--- config.mk ---
export PLATFORM = sky130hd
export DESIGN_NAME = bba_ctrl
export DESIGN_NICKNAME = d
export VERILOG_FILES = /design/src/rtl/bba_pkg.sv /design/src/rtl/bba_ctrl.sv
export SDC_FILE = /design/constraint.sdc
export NUM_CORES = 1
export LEC_CHECK = 0
export ABC_AREA = 1
export ABC_CLOCK_PERIOD_IN_PS = 2000
export BUFFER_PORTS_ARGS = -buffer_cell sky130_fd_sc_hd__buf_2
export CORE_UTILIZATION = 50
export DETAILED_ROUTE_END_ITERATION = 6
export GPL_TIMING_DRIVEN = 0
export PLACE_DENSITY_LB_ADDON = 0.15
export SLEW_MARGIN = 40
export SYNTH_ARGS = -nofsm -noshare
export SYNTH_HDL_FRONTEND = slang
export SYNTH_SLANG_ARGS = --single-unit
export TNS_END_PERCENT = 30
--- constraint.sdc ---
create_clock -name clk_i -period 2 [get_ports clk_i]
set_input_delay 0.1 -clock clk_i [delete_from_list [all_inputs] [get_ports clk_i]]
set_output_delay 0.1 -clock clk_i [all_outputs]
set_load 0.01 [all_outputs]
--- src/rtl/bba_pkg.sv ---
// Shared types, constants and index helpers for the buddy block allocator.
// Used by the interfaces, the controller, the datapath and the top level.
// No dependencies.
package bba_pkg;

  localparam int MAX_LOG2   = 16;
  localparam int MIN_LOG2   = 4;
  localparam int LINK_BYTES = 16;

  localparam int BLK_W      = MAX_LOG2 - MIN_LOG2;
  localparam int NUM_BLOCKS = 1 << BLK_W;
  localparam int BUCKETS    = BLK_W + 1;
  localparam int BKT_W      = $clog2(BUCKETS);
  localparam int NODE_W     = BLK_W + 1;
  localparam int OFF_W      = MAX_LOG2;
  localparam int SIZE_W     = MAX_LOG2 + 1;
  localparam int CMP_W      = SIZE_W + 1;

  localparam logic [SIZE_W-1:0] SPAN_BYTES = SIZE_W'(1) << MAX_LOG2;

  localparam logic [1:0] RES_OK       = 2'd0;
  localparam logic [1:0] RES_TOO_BIG  = 2'd1;
  localparam logic [1:0] RES_NO_SPACE = 2'd2;
  localparam logic [1:0] RES_BAD_LEN  = 2'd3;

  typedef enum logic [4:0] {
    OP_IDLE,
    OP_CLEAR,
    OP_LOAD,
    OP_PUSH_A,
    OP_PUSH_B,
    OP_RD_LINK,
    OP_RM_WR,
    OP_RD_FLAG,
    OP_FLIP,
    OP_INIT,
    OP_G_SETUP,
    OP_G_SPLIT,
    OP_G_DEC,
    OP_A_TGT,
    OP_A_TGT2,
    OP_B_DEC,
    OP_A_POP,
    OP_A_UNDO,
    OP_A_NODE,
    OP_A_SPLIT,
    OP_F_SET,
    OP_F_SIB,
    OP_F_UP,
    OP_F_END,
    OP_RESULT
  } bba_op_e;

  typedef struct packed {
    bba_op_e    op;
    logic [1:0] code;
  } bba_cmd_t;

  typedef struct packed {
    logic clr_last;
    logic big;
    logic act;
    logic grow_more;
    logic flag_rd;
    logic right_fail;
    logic root_nz;
    logic pop_empty;
    logic b_zero;
    logic b_is_root;
    logic fit;
    logic i_nz;
    logic b_lt_want;
    logic free_more;
    logic flag_new;
  } bba_stat_t;

  function automatic logic [NODE_W-1:0] root_node(input logic [BKT_W-1:0] b);
    logic [NODE_W:0] one;
    one = (NODE_W+1)'(1) << b;
    return NODE_W'(one - 1'b1);
  endfunction

  function automatic logic [NODE_W-1:0] head_node(input logic [BKT_W-1:0] b);
    return {1'b1, BLK_W'(b)};
  endfunction

  function automatic logic [BLK_W-1:0] parent_slot(input logic [NODE_W-1:0] i);
    logic [NODE_W-1:0] d;
    d = i - 1'b1;
    return d[NODE_W-1:1];
  endfunction

  function automatic logic [NODE_W-1:0] node_of_blk(input logic [BLK_W-1:0] blk,
                                                    input logic [BKT_W-1:0] b);
    logic [BLK_W-1:0] s;
    s = blk >> (BLK_W - b);
    return NODE_W'(s) + root_node(b);
  endfunction

  function automatic logic [NODE_W-1:0] node_of_off(input logic [OFF_W-1:0] off,
                                                    input logic [BKT_W-1:0] b);
    logic [OFF_W-1:0] s;
    s = off >> (MAX_LOG2 - b);
    return NODE_W'(s) + root_node(b);
  endfunction

  function automatic logic [BLK_W-1:0] blk_of_node(input logic [NODE_W-1:0] i,
                                                   input logic [BKT_W-1:0] b);
    logic [NODE_W-1:0] rel;
    rel = i - root_node(b);
    rel = rel << (BLK_W - b);
    return rel[BLK_W-1:0];
  endfunction

  function automatic logic [BKT_W-1:0] bucket_of(input logic [SIZE_W-1:0] sz);
    logic [BKT_W-1:0] res;
    logic [SIZE_W:0]  cap;
    res = '0;
    for (int k = BUCKETS - 1; k >= 0; k--) begin
      cap = (SIZE_W+1)'(1) << (MIN_LOG2 + k);
      if ({1'b0, sz} <= cap) res = BKT_W'(BUCKETS - 1 - k);
    end
    return res;
  endfunction

endpackage

--- src/rtl/bba_ctrl.sv ---
// Sequencer of the buddy block allocator: walks grow, pop, split and merge
// steps and issues at most one datapath command per cycle. Depends on bba_pkg.
module bba_ctrl import bba_pkg::*; (
  input  logic      clk_i,
  input  logic      rst_ni,
  input  logic      req_valid_i,
  output logic      req_ready_o,
  output logic      rsp_valid_o,
  input  logic      rsp_ready_i,
  input  bba_stat_t stat_i,
  output bba_cmd_t  cmd_o
);

  localparam int SW = 6;
  localparam logic [SW-1:0] ST_CLEAR   = 6'd0;
  localparam logic [SW-1:0] ST_IDLE    = 6'd1;
  localparam logic [SW-1:0] ST_DECODE  = 6'd2;
  localparam logic [SW-1:0] ST_DONE    = 6'd3;
  localparam logic [SW-1:0] ST_G_CHK   = 6'd4;
  localparam logic [SW-1:0] ST_G_RDF   = 6'd5;
  localparam logic [SW-1:0] ST_G_TST   = 6'd6;
  localparam logic [SW-1:0] ST_G_RMW   = 6'd7;
  localparam logic [SW-1:0] ST_G_DECN  = 6'd8;
  localparam logic [SW-1:0] ST_G_INITN = 6'd9;
  localparam logic [SW-1:0] ST_G_PAN   = 6'd10;
  localparam logic [SW-1:0] ST_G_PBN   = 6'd11;
  localparam logic [SW-1:0] ST_G_PAS   = 6'd12;
  localparam logic [SW-1:0] ST_G_PBS   = 6'd13;
  localparam logic [SW-1:0] ST_G_DECS  = 6'd14;
  localparam logic [SW-1:0] ST_G_INITS = 6'd15;
  localparam logic [SW-1:0] ST_G_RDF2  = 6'd16;
  localparam logic [SW-1:0] ST_G_FLIP2 = 6'd17;
  localparam logic [SW-1:0] ST_A_TOP   = 6'd18;
  localparam logic [SW-1:0] ST_A_POP   = 6'd19;
  localparam logic [SW-1:0] ST_A_POP2  = 6'd20;
  localparam logic [SW-1:0] ST_A_RML   = 6'd21;
  localparam logic [SW-1:0] ST_A_RMW   = 6'd22;
  localparam logic [SW-1:0] ST_A_CHK   = 6'd23;
  localparam logic [SW-1:0] ST_A_NODE  = 6'd24;
  localparam logic [SW-1:0] ST_A_FLIP  = 6'd25;
  localparam logic [SW-1:0] ST_A_UPA   = 6'd26;
  localparam logic [SW-1:0] ST_A_UPB   = 6'd27;
  localparam logic [SW-1:0] ST_A_SPL   = 6'd28;
  localparam logic [SW-1:0] ST_A_RDF3  = 6'd29;
  localparam logic [SW-1:0] ST_A_FLIP3 = 6'd30;
  localparam logic [SW-1:0] ST_A_PA3   = 6'd31;
  localparam logic [SW-1:0] ST_A_PB3   = 6'd32;
  localparam logic [SW-1:0] ST_F_TOP   = 6'd33;
  localparam logic [SW-1:0] ST_F_RDF   = 6'd34;
  localparam logic [SW-1:0] ST_F_FLIP  = 6'd35;
  localparam logic [SW-1:0] ST_F_CHK   = 6'd36;
  localparam logic [SW-1:0] ST_F_RML   = 6'd37;
  localparam logic [SW-1:0] ST_F_RMW   = 6'd38;
  localparam logic [SW-1:0] ST_F_UP    = 6'd39;
  localparam logic [SW-1:0] ST_F_PA    = 6'd40;
  localparam logic [SW-1:0] ST_F_PB    = 6'd41;

  logic [SW-1:0] state_q, state_d;
  logic [1:0]    code_q, code_d;
  logic          ret_q, ret_d;
  logic          rsp_valid_q, rsp_valid_d;

  always_comb begin
    state_d     = state_q;
    code_d      = code_q;
    ret_d       = ret_q;
    rsp_valid_d = rsp_valid_q && !rsp_ready_i;
    cmd_o.op    = OP_IDLE;
    cmd_o.code  = code_q;
    case (state_q)
      ST_CLEAR: begin
        cmd_o.op = OP_CLEAR;
        if (stat_i.clr_last) state_d = ST_IDLE;
      end
      ST_IDLE: begin
        if (req_valid_i) begin
          cmd_o.op = OP_LOAD;
          state_d  = ST_DECODE;
        end
      end
      ST_DECODE: begin
        if (stat_i.big) begin
          code_d  = stat_i.act ? RES_BAD_LEN : RES_TOO_BIG;
          state_d = ST_DONE;
        end else begin
          state_d = stat_i.act ? ST_F_TOP : ST_A_TOP;
        end
      end
      ST_DONE: begin
        if (!rsp_valid_q || rsp_ready_i) begin
          cmd_o.op    = OP_RESULT;
          rsp_valid_d = 1'b1;
          state_d     = ST_IDLE;
        end
      end
      // grow the root down toward the target bucket
      ST_G_CHK: begin
        if (stat_i.grow_more) begin
          cmd_o.op = OP_G_SETUP;
          state_d  = ST_G_RDF;
        end else begin
          state_d = ret_q ? ST_A_POP2 : ST_A_POP;
        end
      end
      ST_G_RDF: begin
        cmd_o.op = OP_RD_FLAG;
        state_d  = ST_G_TST;
      end
      ST_G_TST: begin
        if (!stat_i.flag_rd) begin
          cmd_o.op = OP_RD_LINK;
          state_d  = ST_G_RMW;
        end else if (stat_i.right_fail) begin
          code_d  = RES_NO_SPACE;
          state_d = ST_DONE;
        end else begin
          cmd_o.op = OP_G_SPLIT;
          state_d  = ST_G_PAS;
        end
      end
      ST_G_RMW:   begin cmd_o.op = OP_RM_WR;  state_d = ST_G_DECN;  end
      ST_G_DECN:  begin cmd_o.op = OP_G_DEC;  state_d = ST_G_INITN; end
      ST_G_INITN: begin cmd_o.op = OP_INIT;   state_d = ST_G_PAN;   end
      ST_G_PAN:   begin cmd_o.op = OP_PUSH_A; state_d = ST_G_PBN;   end
      ST_G_PBN:   begin cmd_o.op = OP_PUSH_B; state_d = ST_G_CHK;   end
      ST_G_PAS:   begin cmd_o.op = OP_PUSH_A; state_d = ST_G_PBS;   end
      ST_G_PBS:   begin cmd_o.op = OP_PUSH_B; state_d = ST_G_DECS;  end
      ST_G_DECS:  begin cmd_o.op = OP_G_DEC;  state_d = ST_G_INITS; end
      ST_G_INITS: begin
        cmd_o.op = OP_INIT;
        state_d  = stat_i.root_nz ? ST_G_RDF2 : ST_G_CHK;
      end
      ST_G_RDF2:  begin cmd_o.op = OP_RD_FLAG; state_d = ST_G_FLIP2; end
      ST_G_FLIP2: begin cmd_o.op = OP_FLIP;    state_d = ST_G_CHK;   end
      // allocate
      ST_A_TOP: begin
        cmd_o.op = OP_A_TGT;
        ret_d    = 1'b0;
        state_d  = ST_G_CHK;
      end
      ST_A_POP: begin
        if (!stat_i.pop_empty) begin
          cmd_o.op = OP_A_POP;
          state_d  = ST_A_RML;
        end else if (!stat_i.b_is_root || stat_i.b_zero) begin
          if (stat_i.b_zero) begin
            code_d  = RES_NO_SPACE;
            state_d = ST_DONE;
          end else begin
            cmd_o.op = OP_B_DEC;
            state_d  = ST_A_TOP;
          end
        end else begin
          cmd_o.op = OP_A_TGT2;
          ret_d    = 1'b1;
          state_d  = ST_G_CHK;
        end
      end
      ST_A_POP2: begin
        if (!stat_i.pop_empty) begin
          cmd_o.op = OP_A_POP;
          state_d  = ST_A_RML;
        end else begin
          code_d  = RES_NO_SPACE;
          state_d = ST_DONE;
        end
      end
      ST_A_RML: begin cmd_o.op = OP_RD_LINK; state_d = ST_A_RMW; end
      ST_A_RMW: begin cmd_o.op = OP_RM_WR;   state_d = ST_A_CHK; end
      ST_A_CHK: begin
        if (stat_i.fit) begin
          cmd_o.op = OP_A_NODE;
          state_d  = ST_A_NODE;
        end else begin
          cmd_o.op = OP_A_UNDO;
          state_d  = ST_A_UPA;
        end
      end
      ST_A_UPA: begin cmd_o.op = OP_PUSH_A; state_d = ST_A_UPB; end
      ST_A_UPB: begin
        cmd_o.op = OP_PUSH_B;
        code_d   = RES_NO_SPACE;
        state_d  = ST_DONE;
      end
      ST_A_NODE: begin
        if (stat_i.i_nz) begin
          cmd_o.op = OP_RD_FLAG;
          state_d  = ST_A_FLIP;
        end else begin
          state_d = ST_A_SPL;
        end
      end
      ST_A_FLIP: begin cmd_o.op = OP_FLIP; state_d = ST_A_SPL; end
      ST_A_SPL: begin
        if (stat_i.b_lt_want) begin
          cmd_o.op = OP_A_SPLIT;
          state_d  = ST_A_RDF3;
        end else begin
          code_d  = RES_OK;
          state_d = ST_DONE;
        end
      end
      ST_A_RDF3:  begin cmd_o.op = OP_RD_FLAG; state_d = ST_A_FLIP3; end
      ST_A_FLIP3: begin cmd_o.op = OP_FLIP;    state_d = ST_A_PA3;   end
      ST_A_PA3:   begin cmd_o.op = OP_PUSH_A;  state_d = ST_A_PB3;   end
      ST_A_PB3:   begin cmd_o.op = OP_PUSH_B;  state_d = ST_A_SPL;   end
      // free and merge
      ST_F_TOP: begin
        if (stat_i.free_more) begin
          cmd_o.op = OP_F_SET;
          state_d  = ST_F_RDF;
        end else begin
          cmd_o.op = OP_F_END;
          state_d  = ST_F_PA;
        end
      end
      ST_F_RDF:  begin cmd_o.op = OP_RD_FLAG; state_d = ST_F_FLIP; end
      ST_F_FLIP: begin cmd_o.op = OP_FLIP;    state_d = ST_F_CHK;  end
      ST_F_CHK: begin
        if (stat_i.flag_new || stat_i.b_is_root) begin
          cmd_o.op = OP_F_END;
          state_d  = ST_F_PA;
        end else begin
          cmd_o.op = OP_F_SIB;
          state_d  = ST_F_RML;
        end
      end
      ST_F_RML: begin cmd_o.op = OP_RD_LINK; state_d = ST_F_RMW; end
      ST_F_RMW: begin cmd_o.op = OP_RM_WR;   state_d = ST_F_UP;  end
      ST_F_UP:  begin cmd_o.op = OP_F_UP;    state_d = ST_F_TOP; end
      ST_F_PA:  begin cmd_o.op = OP_PUSH_A;  state_d = ST_F_PB;  end
      ST_F_PB: begin
        cmd_o.op = OP_PUSH_B;
        code_d   = RES_OK;
        state_d  = ST_DONE;
      end
      default: state_d = ST_IDLE;
    endcase
  end

  always_ff @(posedge clk_i or negedge rst_ni) begin
    if (!rst_ni) begin
      state_q     <= ST_CLEAR;
      code_q      <= RES_OK;
      ret_q       <= 1'b0;
      rsp_valid_q <= 1'b0;
    end else begin
      state_q     <= state_d;
      code_q      <= code_d;
      ret_q       <= ret_d;
      rsp_valid_q <= rsp_valid_d;
    end
  end

  assign req_ready_o = state_q == ST_IDLE;
  assign rsp_valid_o = rsp_valid_q;

endmodule

# [After elaboration in Yosys (flattened, before gate mapping)]
# Cells that the tools add are included.
[word_totals] input_bits=19 ff_bits=10
[classes] muxes=50 n_reduce_logical=24 n_eq_ne=53
[ops] cell="$pmux W6 S38" n=1
[ops] cell="$pmux W5 S22" n=1
[ops] cell="$eq A6 B5 Y1 const B" n=16
[ops] cell="$eq A6 B6 Y1 const B" n=10
[ops] cell="$mux W5" n=10
[ops] cell="$eq A6 B4 Y1 const B" n=8
[ops] cell="$mux W6" n=7
[ops] cell="$mux W4" n=8
[ops] cell="$mux W2" n=14
[ops] cell="$eq A6 B3 Y1 const B" n=4
[ops] cell="$ne A2 B2 Y1 const B" n=12
[ops] cell="$pmux W2 S7" n=1
[ops] cell="$eq A6 B2 Y1 const B" n=2
[ops] cell="$reduce_or A2 Y1" n=5
[ops] cell="$reduce_or A5 Y1" n=2
[ops] cell="$mux W3" n=3
[ops] cell="$reduce_and A9 Y1" n=1
[ops] cell="$reduce_or A4 Y1" n=2
[ops] cell="$reduce_bool A7 Y1" n=1
[ops] cell="$eq A6 B1 Y1 const B" n=1
[ops] cell="$logic_not A6 Y1" n=1
[ops] cell="$reduce_and A3 Y1" n=2
[ops] cell="$reduce_or A3 Y1" n=2
[ops] cell="$mux W1" n=4
[ops] cell="5 further kinds" n=9

# [Logic depth before layout (Yosys ltp)]
# Gate-level depths: netlist of run 1.
[logic_depth] depth_word=5 depth_mapped=12 depth_no_buf=12

# [Worst setup path before layout of run 1]
# No wires, ideal clock.
[synth_path] path_type="register to register" from="register state_q[5]" to="register state_q[0]" setup_slack_ns=0.484 synth_period_minus_slack_ns=1.516 n_path_buf=1 t_arrival_ns=1.396 path_stages_with_launch=12 path_cell_list="dfrtp_1 nor2_2 buf_4 nand3_1 nand2_1 nor2_1 nand2_1 nor2_1 nand3_1 nand2_1 nand2_1 nand2_1"
[synth_via] elab_chain_cells=3
[synth_lines] element="start: declaration" line_no="bba_ctrl.sv:58" text="logic [SW-1:0] state_q, state_d;"
[synth_lines] element="start signal: assignment" line_no="bba_ctrl.sv:248" text="state_q <= state_d;"
[synth_lines] element="$eq A6 B5 Y1, or another cell as far along" line_no="bba_ctrl.sv:70" text="case (state_q)"
[synth_lines] element="$reduce_or A3 Y1 (no line), or another cell as far along"
[synth_lines] element="$pmux W6 S38 or $reduce_and A3 Y1 (tied branches)"
# Parallel ways exist; a longest one is shown, timed or not.
# A chain may end at the register's enable or synchronous reset.

==> results of run 1 <==
==> worst max-delay path by stage <==
stage | startpoint | endpoint | slack [ns] | depth (start not counted)
finish | state_q[4] | cmd_o[3] | -0.06 | 8
global route | state_q[4] | cmd_o[3] | -0.13 | 8
CTS | state_q[4] | cmd_o[2] | -0.004 | 9
detailed placement | state_q[0] | cmd_o[2] | 0.09 | 9
global placement | state_q[5] | cmd_o[6] | 0.05 | 7
floorplan | state_q[5] | state_q[0] | 0.48 | 11
==> per-layer routing <==
| layer | GRT usage | vias to the layer above | routed length [um] | part of all wire |
|---|---|---|---|---|
| met4 | 0.170 | 0 | 344 | 0.050 |
| met1 | 0.501 | 1008 | 2390 | 0.35 |
| li1 | - | 1090 | - | - |
| met5 | 0 | - | 0 | 0 |
| met2 | 0.591 | 255 | 2970 | 0.43 |
| met3 | 0.118 | 45 | 1130 | 0.17 |
==> registers in the layout, summed over array words and instances (netlist names) <==
| signal | cells |
|---|---|
| state_q | 6 |
| code_q | 2 |
| ret_q | 1 |
| rsp_valid_o | 1 |
==> area by class of cell <==
class / count / area [um2] / share of cell area
Timing Repair Buffer: 43 / 265 / 0.126
Clock buffer: 4 / 36.3 / 0.0173
Multi-Input combinational cell: 253 / 1320 / 0.627
Tap cell: 31 / 38.8 / 0.0185
Sequential cell: 10 / 258 / 0.123
Buffer: 6 / 63.8 / 0.0304
Inverter: 32 / 123 / 0.0584
==> worst min-delay path: stages <==
cell	delay (ns)
buf_2	0.07
inv_1	0.05
nand2_1	0.07
nand2_1	0.05
==> cells by family after synthesis <==
kind of cell,count (synthesis)
buf+inv,38
compound gates,23
flops,10
simple gates,229
==> power by group <==
part | internal (uW) | total [uW] | switching (uW)
combinational | 846 | 2290 | 1450
clock | 111 | 185 | 74.2
sequential | 305 | 437 | 133
total | 1260 | 2910 | 1650
==> per-stage QoR <==
stage                     power [uW]  setup WS [ns]  hold slack [ns]
after CTS                       2440       -0.00422            0.115
after global routing            3060         -0.133            0.144
after floorplan                 1600          0.484           -0.196
final                           2910        -0.0641            0.118
after detailed placement        2140         0.0897          -0.0282
after global placement          2140         0.0524          -0.0363
==> what timing repair did <==
| item | in CTS | in global routing |
|---|---|---|
| hold buffers | 1 | 0 |
| endpoints found under the hold margin | 10 | 0 |
| gates cloned | 0 | 2 |
| endpoints found under the setup margin | 5 | 8 |
| gates resized for setup | 19 | 40 |
| pin swaps | 1 | 5 |
| buffers inserted | 3 | 11 |
==> placed cells by master (no fill, tap or decap), types with 2 or more instances in the layout <==
cell type / count
nand3b_1: 2
nand3_1: 41
inv_1: 25
o21ai_0: 5
buf_4: 15
nand4_1: 8
nor3_1: 6
nor4_1: 3
nand2_2: 5
a31oi_1: 2
nor2_1: 52
nand2_1: 75
dfrtp_1: 4
buf_6: 4
nor2_4: 8
nand3_2: 11
nor2_2: 10
a21oi_1: 6
clkbuf_4: 3
nor3b_1: 3
nand3_4: 2
o21ai_1: 3
inv_2: 6
or2_2: 2
buf_2: 27
dfrtp_2: 6
==> impl_metrics.env, run 1 <==
export IMPL_clockRootBuffer="clkbuf_4"
export IMPL_rsz0062_at_grt="yes"
export IMPL_yosys_area_top_type="nand2_1"
export IMPL_synth_area_mux_share=0
export IMPL_cp_end_kind="output port"
export IMPL_r2r_cells=12
export IMPL_drtPass1Iterations=6
export IMPL_fp_dieArea_um2=3370
export IMPL_synth_top_family_by_area="simple AND/OR/NAND/NOR gates"
export IMPL_synth_seq_area_share=0.159
export IMPL_min_path_type="input port to flip-flop"
export IMPL_synth_flop_cell="dfrtp_1"
export IMPL_yosys_area_share_simple=0.655
export IMPL_grt_max_degree=11
export IMPL_startpoint_type="flip-flop"
export IMPL_fin_area_um2=2100
export IMPL_num_io_pins=28
export IMPL_whs_path_depth=4
export IMPL_async_flop_share=1.00
export IMPL_gp_congestion=1.05
export IMPL_hpwlAfterDp_um=4880
export IMPL_final_nets=368
export IMPL_synth_xor_xnor_area_share=0
export IMPL_insertion_delay_ns=0.27
export IMPL_tightest_slew_ns=0.371
export IMPL_fin_cells=379
export IMPL_critPathTopFamily="simple AND/OR/NAND/NOR gates"
export IMPL_synth_area_um2=1570
export IMPL_cts_tree="done"
export IMPL_vias=2398
export IMPL_cp_max_fo=5
export IMPL_worst_path_buf_inv=2
export IMPL_synthAdderAreaFrac=0
export IMPL_syn_to_final_growth_pct=33.9
export IMPL_min_to="rsp_valid_o"
export IMPL_final_hold_viol_count=0
export IMPL_p_leak_uw=0.00125
export IMPL_synth_warnings=0
export IMPL_critPathArrivalTime_ns=1.96
export IMPL_final_antenna_net_count=0
export IMPL_dp_cells=358
export IMPL_antenna_found_initial=0
export IMPL_syn_area_per_cell_um2=5.23
export IMPL_report_final_slew_viol_count=0
export IMPL_synth_compound_area_frac=0.0853
export IMPL_setup_slack_ns=-0.0641
export IMPL_violations="negative setup slack"
export IMPL_crit_chain="nor2_4 > buf_4 > nand3_2 > or2_1 > o21ai_1 > nor2_1 > nand3b_1 > buf_2"
export IMPL_track_usage=0.386
export IMPL_grt_overflow=0
export IMPL_clock_skew_ns=0.00118
export IMPL_cts_max_level=1
export IMPL_finalCritPeriodShare=1.03
export IMPL_yosys_top_cells_count="80 x nand2_1, 63 x nor2_1, 52 x nand3_1, 30 x inv_1, 10 x dfrtp_1"
export IMPL_fillers=257
export IMPL_slowest_delay_ns=0.49
export IMPL_timing_rr_start="state_q[4]"
export IMPL_hp_start="rsp_ready_i"
export IMPL_maxCapViolations=0
export IMPL_fin_util=0.736
export IMPL_dieWidth_um=58.0
export IMPL_place_area_um2=1740
export IMPL_cts_sinks=10
export IMPL_antenna_cells=0
export IMPL_drive_above_1_share=0.302
export IMPL_reg2reg_slack_ns=0.10
export IMPL_drt_iter0_drc=297
export IMPL_core_um2=2850
export IMPL_cts_inserted_buffers=3
export IMPL_rows=19
export IMPL_p_per_area_nw_per_um2=1390
export IMPL_fmax_ghz=0.484
export IMPL_worst_path_max_delay_cell="dfrtp_2"
export IMPL_routed_wl_um=6840
export IMPL_peakVddDrop_uv=888
export IMPL_cts_clk_slew_worst_paths_ns=0.07
export IMPL_drc=0
export IMPL_fin_crit_ns=2.06
export IMPL_synth_edf_count=0
export IMPL_crit_type="flip-flop to output port"
export IMPL_synth_seq_cells=10
export IMPL_post_drt_wl_per_cell_um=18.0
export IMPL_die_h_um=58.0
export IMPL_grt_pass1_vias=2026
export IMPL_viasPerCell=6.33
export IMPL_status="finished, violations left"
export IMPL_synth_most_common_cell="nand2_1"
export IMPL_required_ns=1.90
export IMPL_timing_setup_tns_ns=-0.0940
export IMPL_initial_core_util=0.550
export IMPL_synth_top_area_share=0.191
export IMPL_setup_viol=4
export IMPL_relSlewSlack=0.751
export IMPL_clock_path_buffers=2
export IMPL_portBuffers=27
export IMPL_synthTopCellsByArea="nand2_1 19%, nand3_1 17%, dfrtp_1 16%, nor2_1 15%, inv_1 7.2%"
export IMPL_synthCells=300
export IMPL_syn_nets=319
export IMPL_grt_pass1_wl_um=9610
export IMPL_reg2reg_to="state_q[0]"
export IMPL_yosys_cell_types_count=28
Power figures use the tool's default switching activity.
==> run 2, diff against run 1 <==
--- a/config.mk
+++ b/config.mk
@@ -8,7 +8,8 @@
 export ABC_AREA = 1
 export ABC_CLOCK_PERIOD_IN_PS = 2000
 export BUFFER_PORTS_ARGS = -buffer_cell sky130_fd_sc_hd__buf_2
-export CORE_UTILIZATION = 50
+export CORE_UTILIZATION = 58
+export CTS_BUF_LIST = sky130_fd_sc_hd__clkbuf_4 sky130_fd_sc_hd__clkbuf_8
 export DETAILED_ROUTE_END_ITERATION = 6
 export GPL_TIMING_DRIVEN = 0
 export PLACE_DENSITY_LB_ADDON = 0.15
==> impl_metrics.env, run 2 (synthesis results as in run 1) <==
export IMPL_status="finished, violations left"
export IMPL_violations="design-rule violations, negative setup slack"
export IMPL_relSlewSlack=0.648
export IMPL_multiInputGateArea_um2=1320
export IMPL_cts_max_level=1
export IMPL_finalCritPeriodShare=1.08
export IMPL_report_final_slew_viol_count=0
export IMPL_cp_max_fo=6
export IMPL_initial_core_util=0.622
export IMPL_clock_path_buffers=2
export IMPL_critPathArrivalTime_ns=2.05
export IMPL_startpoint_type="flip-flop"
export IMPL_cts_clk_slew_worst_paths_ns=0.07
export IMPL_antenna_cells=0
export IMPL_final_antenna_net_count=0
export IMPL_track_usage=0.474
export IMPL_peakVddDrop_uv=1430
export IMPL_cts_tree="done"
export IMPL_antenna_found_initial=0
export IMPL_p_per_area_nw_per_um2=1420
export IMPL_vias=2556
export IMPL_grt_pass1_wl_um=9620
export IMPL_drive_above_1_share=0.289
export IMPL_crit_type="flip-flop to output port"
export IMPL_cts_sinks=10
export IMPL_die_h_um=54.0
export IMPL_top_register="state_q"
export IMPL_p_leak_uw=0.00123
export IMPL_clock_skew_ns=0.0109
export IMPL_largestRegisters="state_q (6), code_q (2)"
export IMPL_reg2reg_to="state_q[0]"
export IMPL_place_ws_ns=0.0145
export IMPL_regArea_um2=258
export IMPL_setup_viol=5
export IMPL_num_io_pins=28
export IMPL_fmax_ghz=0.465
export IMPL_dieWidth_um=54.0
export IMPL_min_path_type="input port to flip-flop"
export IMPL_grt_overflow=0
export IMPL_final_cell_mix="76 x nand2_1, 51 x nor2_1, 44 x nand3_1"
export IMPL_dp_cells=357
export IMPL_timing_hold_ws_ns=0.102
export IMPL_grt_max_degree=11
export IMPL_crit_path_end="cmd_o[3]"
export IMPL_fin_cells=376
export IMPL_final_hold_viol_count=0
export IMPL_required_ns=1.90
export IMPL_portBuffers=27
export IMPL_cp_end_kind="output port"
export IMPL_drt_iter0_drc=328
export IMPL_timing_setup_tns_ns=-0.525
export IMPL_gp_congestion=1.15
export IMPL_r2r_cells=12
export IMPL_rows=18
export IMPL_routed_wl_um=7150
export IMPL_drc=94
export IMPL_setup_slack_ns=-0.151
export IMPL_tightest_slew_ns=0.523
export IMPL_cts_inserted_buffers=3
export IMPL_grt_pass1_vias=2084
export IMPL_fillers=182
export IMPL_final_common_cell="nand2_1"
export IMPL_core_um2=2520
export IMPL_hpwlAfterDp_um=4870
export IMPL_timing_rr_start="state_q[0]"
export IMPL_insertion_delay_ns=0.29
export IMPL_largest_reg_flops=6
export IMPL_final_nets=367
export IMPL_viasPerCell=6.80
export IMPL_rsz0062_at_grt="yes"
export IMPL_post_drt_wl_per_cell_um=19.0
export IMPL_reg2reg_slack_ns=0.07
export IMPL_drtPass1Iterations=7
export IMPL_clockRootBuffer="clkbuf_4"
export IMPL_fp_dieArea_um2=2920
export IMPL_syn_to_final_growth_pct=32.0
export IMPL_startpoint="state_q[0]"
export IMPL_fin_crit_ns=2.15
export IMPL_maxCapViolations=0
## run 2: cell count changes in the layout (fill, tap and decap cells not counted), moves of 2 or more
cell     delta
buf_4       -2
inv_2       -3
nand3_1     +3
inv_1       +2
nand3_2     -3
nor2_2      +2
## run 2: layout make-up
cell class | instances | share of cell area
well taps | 30 | 0.0181
repair buffers | 41 | 0.121
multi-input cells | 254 | 0.636
clock buffers | 3 | 0.0109
flip-flops and latches | 10 | 0.124
inverters | 32 | 0.0604
plain buffers | 6 | 0.0290
## run 2: report_power, final
part           switching [uW]  internal (uW)  total [uW]
logic                    1490            852        2340
clock network            76.3           69.9         146
registers                 155            305         460
total                    1720           1230        2950
## run 2: critical path: stages (launching register included)
cell and delay (ns):
dfrtp_2 0.47, inv_2 0.12, nor2_4 0.06, clkdlybuf4s15_2 0.25, nand3_1 0.15, inv_1 0.10
a221oi_1 0.36, nand3b_1 0.11, buf_2 0.15
## run 2: how the worst min path moves through the flow
stage                            from           to  slack, ns  depth (start not counted)
final                       stat_i[8]   state_q[4]       0.10                          3
after global routing        stat_i[8]   state_q[4]       0.12                          3
after CTS                 rsp_ready_i  rsp_valid_o       0.08                          4
after detailed placement       rst_ni   state_q[0]      -0.04                          1
after global placement         rst_ni   state_q[1]      -0.04                          1
after floorplan                rst_ni    code_q[0]      -0.20                          0
## run 2: what timing repair did
item	CTS	global route
resized for setup	16	39
hold buffers	1	0
endpoints found under the setup margin	5	6
pin swaps	1	8
gates cloned	0	4
endpoints found under the hold margin	10	0
buffers inserted	3	8
## run 2: per-stage QoR
step	cell area [um2]	util	total power [uW]
2_1_floorplan	1570	-	1600
3_3_place_gp	1740	0.690	2130
3_5_place_dp	1740	0.690	2150
4_1_cts	1840	0.731	2420
5_1_grt	2070	0.821	3160
6_report	2070	0.821	2950
## run 2: layer usage
| metal | up-vias | global-route usage | part of all wire |
|---|---|---|---|
| met5 | - | 0 | 0 |
| met1 | 1071 | 0.590 | 0.33 |
| met2 | 299 | 0.706 | 0.41 |
| li1 | 1089 | - | - |
| met4 | 0 | 0.256 | 0.092 |
| met3 | 97 | 0.172 | 0.17 |
==> run 3, diff against run 2 <==
--- a/config.mk
+++ b/config.mk
@@ -8,7 +8,9 @@
 export ABC_AREA = 1
 export ABC_CLOCK_PERIOD_IN_PS = 2000
 export BUFFER_PORTS_ARGS = -buffer_cell sky130_fd_sc_hd__buf_2
-export CORE_UTILIZATION = 58
+export CELL_PAD_IN_SITES_DETAIL_PLACEMENT = 0
+export CELL_PAD_IN_SITES_GLOBAL_PLACEMENT = 1
+export CORE_UTILIZATION = 38
 export CTS_BUF_LIST = sky130_fd_sc_hd__clkbuf_4 sky130_fd_sc_hd__clkbuf_8
 export DETAILED_ROUTE_END_ITERATION = 6
 export GPL_TIMING_DRIVEN = 0
==> impl_metrics.env, run 3 (synthesis results as in run 1) <==
export IMPL_worst_path_max_delay_cell="dfrtp_2"
export IMPL_cp_max_fo=9
export IMPL_setup_viol=4
export IMPL_insertion_delay_ns=0.23
export IMPL_multiInputGateArea_um2=1340
export IMPL_finalCritPeriodShare=1.03
export IMPL_grt_pass1_wl_um=10300
export IMPL_vias=2410
export IMPL_relSlewSlack=0.650
export IMPL_syn_to_final_growth_pct=41.4
export IMPL_grt_max_degree=11
export IMPL_drt_iter0_drc=463
export IMPL_fin_crit_ns=2.06
export IMPL_tightest_slew_ns=0.520
export IMPL_largestRegisters="state_q (6), code_q (2)"
export IMPL_cts_clk_slew_worst_paths_ns=0.05
export IMPL_maxCapViolations=0
export IMPL_cts_sinks=10
export IMPL_rsz0062_at_grt="yes"
export IMPL_fmax_ghz=0.486
export IMPL_initial_core_util=0.413
export IMPL_crit_type="flip-flop to output port"
export IMPL_cts_max_level=1
export IMPL_clock_skew_ns=0.00170
export IMPL_startpoint_type="flip-flop"
export IMPL_grt_pass1_vias=2073
export IMPL_clockRootBuffer="clkbuf_8"
export IMPL_post_drt_wl_per_cell_um=18.0
export IMPL_hpwlAfterDp_um=5220
export IMPL_portBuffers=27
export IMPL_drive_above_1_share=0.308
export IMPL_fin_area_um2=2220
export IMPL_grt_overflow=0
export IMPL_track_usage=0.322
export IMPL_gp_congestion=1.02
export IMPL_min_path_type="input port to flip-flop"
export IMPL_cts_inserted_buffers=3
export IMPL_core_um2=3800
export IMPL_top_register="state_q"
export IMPL_antenna_cells=0
export IMPL_largest_reg_flops=6
export IMPL_timing_hold_ws_ns=0.148
export IMPL_viasPerCell=6.00
export IMPL_critPathArrivalTime_ns=1.96
export IMPL_final_cell_mix="76 x nand2_1, 52 x nor2_1, 42 x nand3_1"
export IMPL_final_common_cell="nand2_1"
export IMPL_required_ns=1.90
export IMPL_drtPass1Iterations=6
export IMPL_final_hold_viol_count=0
export IMPL_die_h_um=66.3
export IMPL_antenna_found_initial=0
export IMPL_p_leak_uw=0.00132
export IMPL_clock_path_buffers=2
export IMPL_final_antenna_net_count=0
export IMPL_routed_wl_um=7230
export IMPL_violations="negative setup slack"
export IMPL_drc=0
export IMPL_fp_dieArea_um2=4390
export IMPL_dieWidth_um=66.3
export IMPL_place_area_um2=1760
export IMPL_cts_tree="done"
export IMPL_peakVddDrop_uv=643
export IMPL_regArea_um2=258
export IMPL_rows=22
export IMPL_fillers=378
export IMPL_num_io_pins=28
export IMPL_report_final_slew_viol_count=0
export IMPL_cp_end_kind="output port"
export IMPL_final_nets=374
export IMPL_setup_slack_ns=-0.0577
export IMPL_slowest_delay_ns=0.45
export IMPL_p_per_area_nw_per_um2=1410
export IMPL_status="finished, violations left"
export IMPL_crit_chain="buf_4 > nor2_4 > buf_6 > buf_4 > nand3_1 > nand4_1 > nor3b_1 > nand3_1 > buf_2"
==> run 3: critical path: cells and delay by family, from the launching register on <==
family | cells | cell delay [ns]
simple gates | 5 | 0.70
buf+inv | 4 | 0.57
flops | 1 | 0.45
==> run 3: what timing repair did <==
item / 4_1_cts / 5_1_grt
hold buffers: 1 / 0
hold endpoints to repair: 10 / 0
resized for setup: 24 / 38
gates cloned: 0 / 2
endpoints found under the setup margin: 6 / 10
pin swaps: 4 / 9
buffers inserted: 6 / 15
==> run 3: cell type report <==
cell class              count  share of cell area
repair buffers             49               0.144
multi-input cells         253               0.603
plain buffers               6              0.0288
well taps                  48              0.0271
flip-flops and latches     10               0.116
inverters                  32              0.0553
clock buffers               4              0.0248
==> run 3: path summary, 6_finish.rpt <==
kind / cells past startpoint / from / slack, ns / to
hold reg to reg: 2 / code_q[0] / 0.49 / code_q[0]
hold / removal: 4 / rsp_ready_i / 0.15 / rsp_valid_o
setup reg to reg: 8 / state_q[2] / 0.01 / state_q[4]
setup / recovery: 9 / state_q[5] / -0.06 / cmd_o[2]
min in group asynchronous: 2 / rst_ni / 0.25 / rsp_valid_o
max in group asynchronous: 2 / rst_ni / 1.53 / state_q[4]
==> run 3: metal layers <==
metal	wire [um]	vias to the layer above	track usage
li1	-	1102	-
met2	3060	192	0.491
met4	425	0	0.136
met3	882	54	0.100
met5	0	-	0
met1	2860	1062	0.415
==> run 3: metrics by stage <==
step           std cells  setup slack (ns)  utilization  total power (uW)   TNS, ns
2_1_floorplan        300             0.484            -              1600         0
3_3_place_gp         375            -0.128        0.464              2200    -0.315
3_5_place_dp         375           -0.0514        0.464              2170   -0.0882
4_1_cts              386          -0.00215        0.516              2660  -0.00215
5_1_grt              402            -0.134        0.584              3350    -0.493
6_report             402           -0.0577        0.584              3140    -0.164
==> run 3: power breakdown <==
| group | leakage (uW) | internal (uW) | switching [uW] |
|---|---|---|---|
| sequential | 0.000118 | 306 | 129 |
| clock | 0.0000288 | 173 | 77.1 |
| combinational | 0.00117 | 953 | 1500 |
| total | 0.00132 | 1430 | 1710 |
